`src/rtl/sler_pkg.sv`:
```
`timescale 1ns / 1ps
// ----------------------------------------------------------------------------
// sler_pkg
// Shared constants and controller/datapath interface types for the sprite
// line evaluate and render unit.
// ----------------------------------------------------------------------------
package sler_pkg;

    localparam int SPRITE_ENTRIES = 64;
    localparam int ATTR_BYTES     = SPRITE_ENTRIES * 4;
    localparam int SPR_IDX_W      = $clog2(SPRITE_ENTRIES);
    localparam int LINE_SLOTS     = 8;
    localparam int SLOT_W         = (LINE_SLOTS > 1) ? $clog2(LINE_SLOTS) : 1;
    localparam int CNT_W          = $clog2(LINE_SLOTS + 1);
    localparam int PATTERN_BYTES  = 8192;
    localparam int PAT_AW         = $clog2(PATTERN_BYTES);
    localparam int NUM_W          = 6;

    localparam logic [1:0] OP_ATTR_WR = 2'd0;
    localparam logic [1:0] OP_PAT_WR  = 2'd1;
    localparam logic [1:0] OP_TICK    = 2'd2;

    localparam logic CFG_TALL  = 1'b0;
    localparam logic CFG_UPPER = 1'b1;

    localparam logic [7:0] HIDDEN_Y      = 8'd240;
    localparam logic [8:0] EVAL_DOT      = 9'd257;
    localparam logic [8:0] LAST_DRAW_DOT = 9'd256;
    localparam int         BIT_BEHIND    = 5;
    localparam int         BIT_HFLIP     = 6;
    localparam int         BIT_VFLIP     = 7;

    typedef struct packed {
        logic accept;
        logic clear_res;
        logic mem_write;
        logic eval_init;
        logic eval_read;
        logic eval_check;
        logic draw_init;
        logic draw_skip;
        logic draw_issue;
        logic draw_check;
        logic load_out;
    } sler_cmd_t;

    typedef struct packed {
        logic is_write;
        logic is_eval;
        logic is_draw;
        logic eval_stop;
        logic idx_last;
        logic draw_done;
        logic in_range;
        logic ci_nonzero;
        logic out_free;
    } sler_status_t;

endpackage

```
`src/rtl/sler_ctrl.sv`:
```
`timescale 1ns / 1ps
// ----------------------------------------------------------------------------
// sler_ctrl
// Sequencer: accepts one word at a time and steps the datapath through
// memory writes, the line scan and the per-dot slot search.
// ----------------------------------------------------------------------------
module sler_ctrl
(
    input  logic                  clk,
    input  logic                  rst_n,
    input  logic                  in_valid,
    output logic                  in_stall,
    input  sler_pkg::sler_status_t status,
    output sler_pkg::sler_cmd_t   cmd
);

    typedef enum logic [6:0] {
        ST_IDLE       = 7'b0000001,
        ST_DECODE     = 7'b0000010,
        ST_EVAL_RD    = 7'b0000100,
        ST_EVAL_CHK   = 7'b0001000,
        ST_DRAW_ISSUE = 7'b0010000,
        ST_DRAW_CHK   = 7'b0100000,
        ST_FINISH     = 7'b1000000
    } state_t;

    state_t state_reg;
    state_t state_next;

    assign in_stall = (state_reg != ST_IDLE);

    always_comb
    begin
        state_next = state_reg;
        cmd        = '0;
        case (state_reg)
            ST_IDLE:
            begin
                if (in_valid)
                begin
                    cmd.accept = 1'b1;
                    state_next = ST_DECODE;
                end
            end
            ST_DECODE:
            begin
                cmd.clear_res = 1'b1;
                if (status.is_write)
                begin
                    cmd.mem_write = 1'b1;
                    state_next    = ST_FINISH;
                end
                else if (status.is_eval)
                begin
                    cmd.eval_init = 1'b1;
                    state_next    = ST_EVAL_RD;
                end
                else if (status.is_draw)
                begin
                    cmd.draw_init = 1'b1;
                    state_next    = ST_DRAW_ISSUE;
                end
                else
                begin
                    state_next = ST_FINISH;
                end
            end
            ST_EVAL_RD:
            begin
                cmd.eval_read = 1'b1;
                state_next    = ST_EVAL_CHK;
            end
            ST_EVAL_CHK:
            begin
                cmd.eval_check = 1'b1;
                if (status.eval_stop || status.idx_last)
                    state_next = ST_FINISH;
                else
                    state_next = ST_EVAL_RD;
            end
            ST_DRAW_ISSUE:
            begin
                if (status.draw_done)
                    state_next = ST_FINISH;
                else if (!status.in_range)
                    cmd.draw_skip = 1'b1;
                else
                begin
                    cmd.draw_issue = 1'b1;
                    state_next     = ST_DRAW_CHK;
                end
            end
            ST_DRAW_CHK:
            begin
                cmd.draw_check = 1'b1;
                if (status.ci_nonzero)
                    state_next = ST_FINISH;
                else
                    state_next = ST_DRAW_ISSUE;
            end
            ST_FINISH:
            begin
                if (status.out_free)
                begin
                    cmd.load_out = 1'b1;
                    state_next   = ST_IDLE;
                end
            end
            default:
            begin
                state_next = ST_IDLE;
            end
        endcase
    end

    always_ff @(posedge clk or negedge rst_n)
    begin
        if (!rst_n)
            state_reg <= ST_IDLE;
        else
            state_reg <= state_next;
    end

endmodule

```
`config.mk`:
```
export PLATFORM = sky130hd
export DESIGN_NAME = sler_ctrl
export DESIGN_NICKNAME = d
export VERILOG_FILES = /design/src/rtl/sler_pkg.sv /design/src/rtl/sler_ctrl.sv
export SDC_FILE = /design/constraint.sdc
export NUM_CORES = 1
export LEC_CHECK = 0
export BUFFER_PORTS_ARGS = -buffer_cell sky130_fd_sc_hd__buf_2
export CORE_MARGIN = 2
export CORE_UTILIZATION = 39
export CTS_CLUSTER_SIZE = 16
export DETAILED_ROUTE_END_ITERATION = 10
export PLACE_DENSITY_LB_ADDON = 0.05
export SLEW_MARGIN = 5
export SYNTH_ARGS = -nofsm -noshare
export SYNTH_HDL_FRONTEND = slang
export SYNTH_SLANG_ARGS = --single-unit
```
`constraint.sdc`:
```
create_clock -name clk -period 1.8 [get_ports clk]
set_input_delay 0.36 -clock clk [delete_from_list [all_inputs] [get_ports clk]]
set_output_delay 0.36 -clock clk [all_outputs]
set_load 0.01 [all_outputs]
```
# Word level (Yosys, flattened, before mapping)
# Index checks and enable logic that the tools add are counted.
[word_totals] register_bits=7 elab_cells=43 out_inout_bits=12 in_bits=12
[op_classes] eq_ne=11 n_mux=29 reduce_logical=2
[ops] op="two-way mux 7 bit" count=9
[ops] op="case mux 7 bit (7 select lines)" count=1
[ops] op="two-way mux 1 bit" count=16
[ops] op="equality test 7 x 1 -> 1 bit, second input constant" count=1
[ops] op="equality test 7 x 2 -> 1 bit, second input constant" count=1
[ops] op="equality test 7 x 3 -> 1 bit, second input constant" count=1
[ops] op="equality test 7 x 4 -> 1 bit, second input constant" count=1
[ops] op="equality test 7 x 5 -> 1 bit, second input constant" count=1
[ops] op="equality test 7 x 6 -> 1 bit, second input constant" count=1
[ops] op="equality test 7 bit, second input constant" count=1
[ops] op="inequality test 7 x 1 -> 1 bit, second input constant" count=1
[ops] op="two-way mux 2 bit" count=2
[ops] op="inequality test 2 bit, second input constant" count=2
[ops] op="two-way mux 3 bit" count=1
[ops] op="inequality test 3 bit, second input constant" count=1
[ops] op="AND reduction 3 bit" count=1
[ops] op="logical OR 1 bit" count=1

# Logic depth before layout (Yosys ltp)
[depth] depth_word=4 mapped_depth=3 depth_no_buf=3

# Least setup slack after synthesis
# No wires, ideal clock.
[synth_timing] path_type="register to output" startpoint="reg state_reg[4]" endpoint="out cmd[5] in the netlist's numbering" required_ns=1.440 setup_slack_ns=-0.141 path_buffers=0 path_stages_with_launch=4 t_arrival_ns=1.581 path_cell_list="dfrtp_1 > or4_4 > or4b_4 > inv_1"
[synth_rtl] item="start: declaration" line="sler_ctrl.sv:27" text="state_t state_reg;"
[synth_rtl] item="start signal: assignment" line="sler_ctrl.sv:121" text="state_reg <= state_next;"
[synth_rtl] item="end: declaration" line="sler_ctrl.sv:14" text="output sler_pkg::sler_cmd_t cmd"

==> out/results.tsv <==
metric	value	unit
regArea	180	µm²
worstHoldStart	status[5]	
largest_register_ffs	7	
grtUsageTotal	0.204	
worstPathMaxFanout	2	
gp_congestion	0.702	
syn_nets	72	
final.min_clock_period	2200	ps
cts_tree	done	
wl	1800	µm
hold_violations	0	
grt_max_degree	9	
tightest_slew	458	ps
drive_gt1_frac	0.705	
instances_no_fill	127	
yosysWarnings	0	
p_leak	0.515	nW
syn_inst	60	
ant_nets	0	
grt_pass1_wl	2150	µm
slew-limit-headroom	0.691	
post-route-drc-count	0	
finalCritPeriodShare	1.22	
critPathCaptureType	output pin	
cap_violations	0	
initial_utilization	0.406	
die_area	1630	µm²
path_class	register to output pin	
synth.area.top_cells	dfrtp_1 29%, dfstp_2 5.1%, nor4b_1 5.1%	
rsz0062_at_grt	true	
ys_seq_area_frac	0.342	
multi_input_area	442	µm²
drtIter0Drc	8	
antenna_found_initial	0	
layout.nets	125	
required	1440	ps
cp-startpoint	state_reg[4]	
dpl_cell_area	724	µm²
cts_buffers	3	
die_w	40.4	µm
peakVddDrop	0.691	mV
skew	0.459	ps
failed_checks	negative setup slack	
timing.rr.start	state_reg[4]	
htreeDepth	1	
slew_violations	0	
wl_per_cell	14.2	µm
max_freq	454	MHz
fin_util	0.809	
arrival	1840	ps
setup_ws	-401	ps
startpoint_type	register	
synth_seq_cells	7	
die_y	40.4	µm
first_pass_iters	4	
powerDensity	1040	nW/µm²
final.setup.tns	-1660	ps
netlist-cell-type-count	26	
synth_area	515	µm²
clockRootBuffer	clkbuf_4	
clkLatencyLatePin	250	ps
setup_viol	11	
fillers	90	
status	complete, but fails checks	
viasPerCell	5.28	
cts.sinks	7	
dpl.hpwl	995	µm
core_region_area	1270	µm²
rows	13	
grt_pass1_vias	526	
pre_cts_slack	-109	ps
io-pin-count	24	
path_clk_slew	50	ps
synth_top_cell_by_area	dfrtp_1	
hold_class	primary input to register	
fin_area	1030	µm²
synth_top_cell_area_share	0.291	
antenna_cells	0	
clockBufferDepth	2	
grt_overflow	0	
avgSynthCellArea	8.59	µm²
port_buffers	23	
dp_cells	108	
vias	670	
area_growth	99.0	%
## layout make-up
| cell class | count | share of cell area |
|---|---|---|
| clock buffers | 3 | 0.0220 |
| clock inverters | 1 | 0.00488 |
| inverters | 6 | 0.0220 |
| multi-input cells | 47 | 0.430 |
| flip-flops and latches | 7 | 0.176 |
| well taps | 15 | 0.0183 |
| repair buffers | 48 | 0.327 |
## stage by stage
step | power [W] | hold slack (ps)
after floorplan | 0.000419 | 64.4
after global placement | 0.000603 | 199
after detailed placement | 0.000606 | 200
after CTS | 0.000889 | 279
after global routing | 0.00113 | 287
final | 0.00107 | 287
## cells in the mapped netlist (all sizes together)
cell type / n
xor2: 1
nand4: 1
nor2: 6
nor3b: 2
o32ai: 1
o21ai: 1
dfrtp: 6
nand2b: 3
o211ai: 3
o311ai: 1
or4: 1
o32a: 1
or4b: 1
nor4bb: 2
nor4: 4
and2: 2
nor3: 3
nor2b: 1
o31ai: 1
nand2: 5
inv: 6
nor4b: 3
a21oi: 1
o221a: 1
and3: 2
dfstp: 1
## metal layers
metal,global-route usage,part of all wire
met5,0,0
met4,0.0250,0
met3,0.0833,0.036
met2,0.365,0.54
met1,0.229,0.42
## report_power, final
group / switching, W / internal [W] / total (W)
combinational: 0.000311 / 0.000392 / 0.000703
clock: 0.0000633 / 0.0000814 / 0.000145
sequential: 0.0000276 / 0.000191 / 0.000219
total: 0.000402 / 0.000665 / 0.00107
## logic make-up after synthesis
kind of cell    Yosys count  synth area share
buf+inv                   6            0.0437
simple gates             36             0.434
flops                     7             0.342
xor+xnor                  1            0.0170
compound gates           10             0.163
## placed cells by master, fill, tap and decap left out, types with 2 or more instances in the layout
cell type	instances
o211ai_1	3
nor2_1	3
dfrtp_2	3
inv_1	4
dfrtp_1	3
nor2_4	2
buf_6	6
inv_2	2
nor4b_1	2
nand2b_1	2
buf_2	20
nor4bb_1	2
nand2_1	2
buf_4	21
clkbuf_4	3
nand2_4	3
nor4_4	2
nor3_2	3
## path summary, 6_finish.rpt
check,slack [ps],depth (start not counted),end
max in group asynchronous,1100,2,state_reg[0]
min reg2reg,560,1,state_reg[3]
max,-400,4,cmd[5]
min in group asynchronous,470,2,state_reg[4]
min,290,2,state_reg[2]
max reg2reg,-20,4,state_reg[2]
## critical path, stage by stage, from the launching register on
cell and delay [ps]:
dfrtp_1 390, or4_4 520, or4b_4 510, inv_2 70
buf_6 90
## timing repair
| item | CTS | global route |
|---|---|---|
| gates resized for setup | 18 | 18 |
| pin swaps | 6 | 6 |
| setup endpoints to repair | 11 | 13 |
| hold buffers | 1 | 0 |
| setup buffers | 7 | 8 |
| hold endpoints to repair | 6 | 0 |
(Power assumes the default switching activity.)
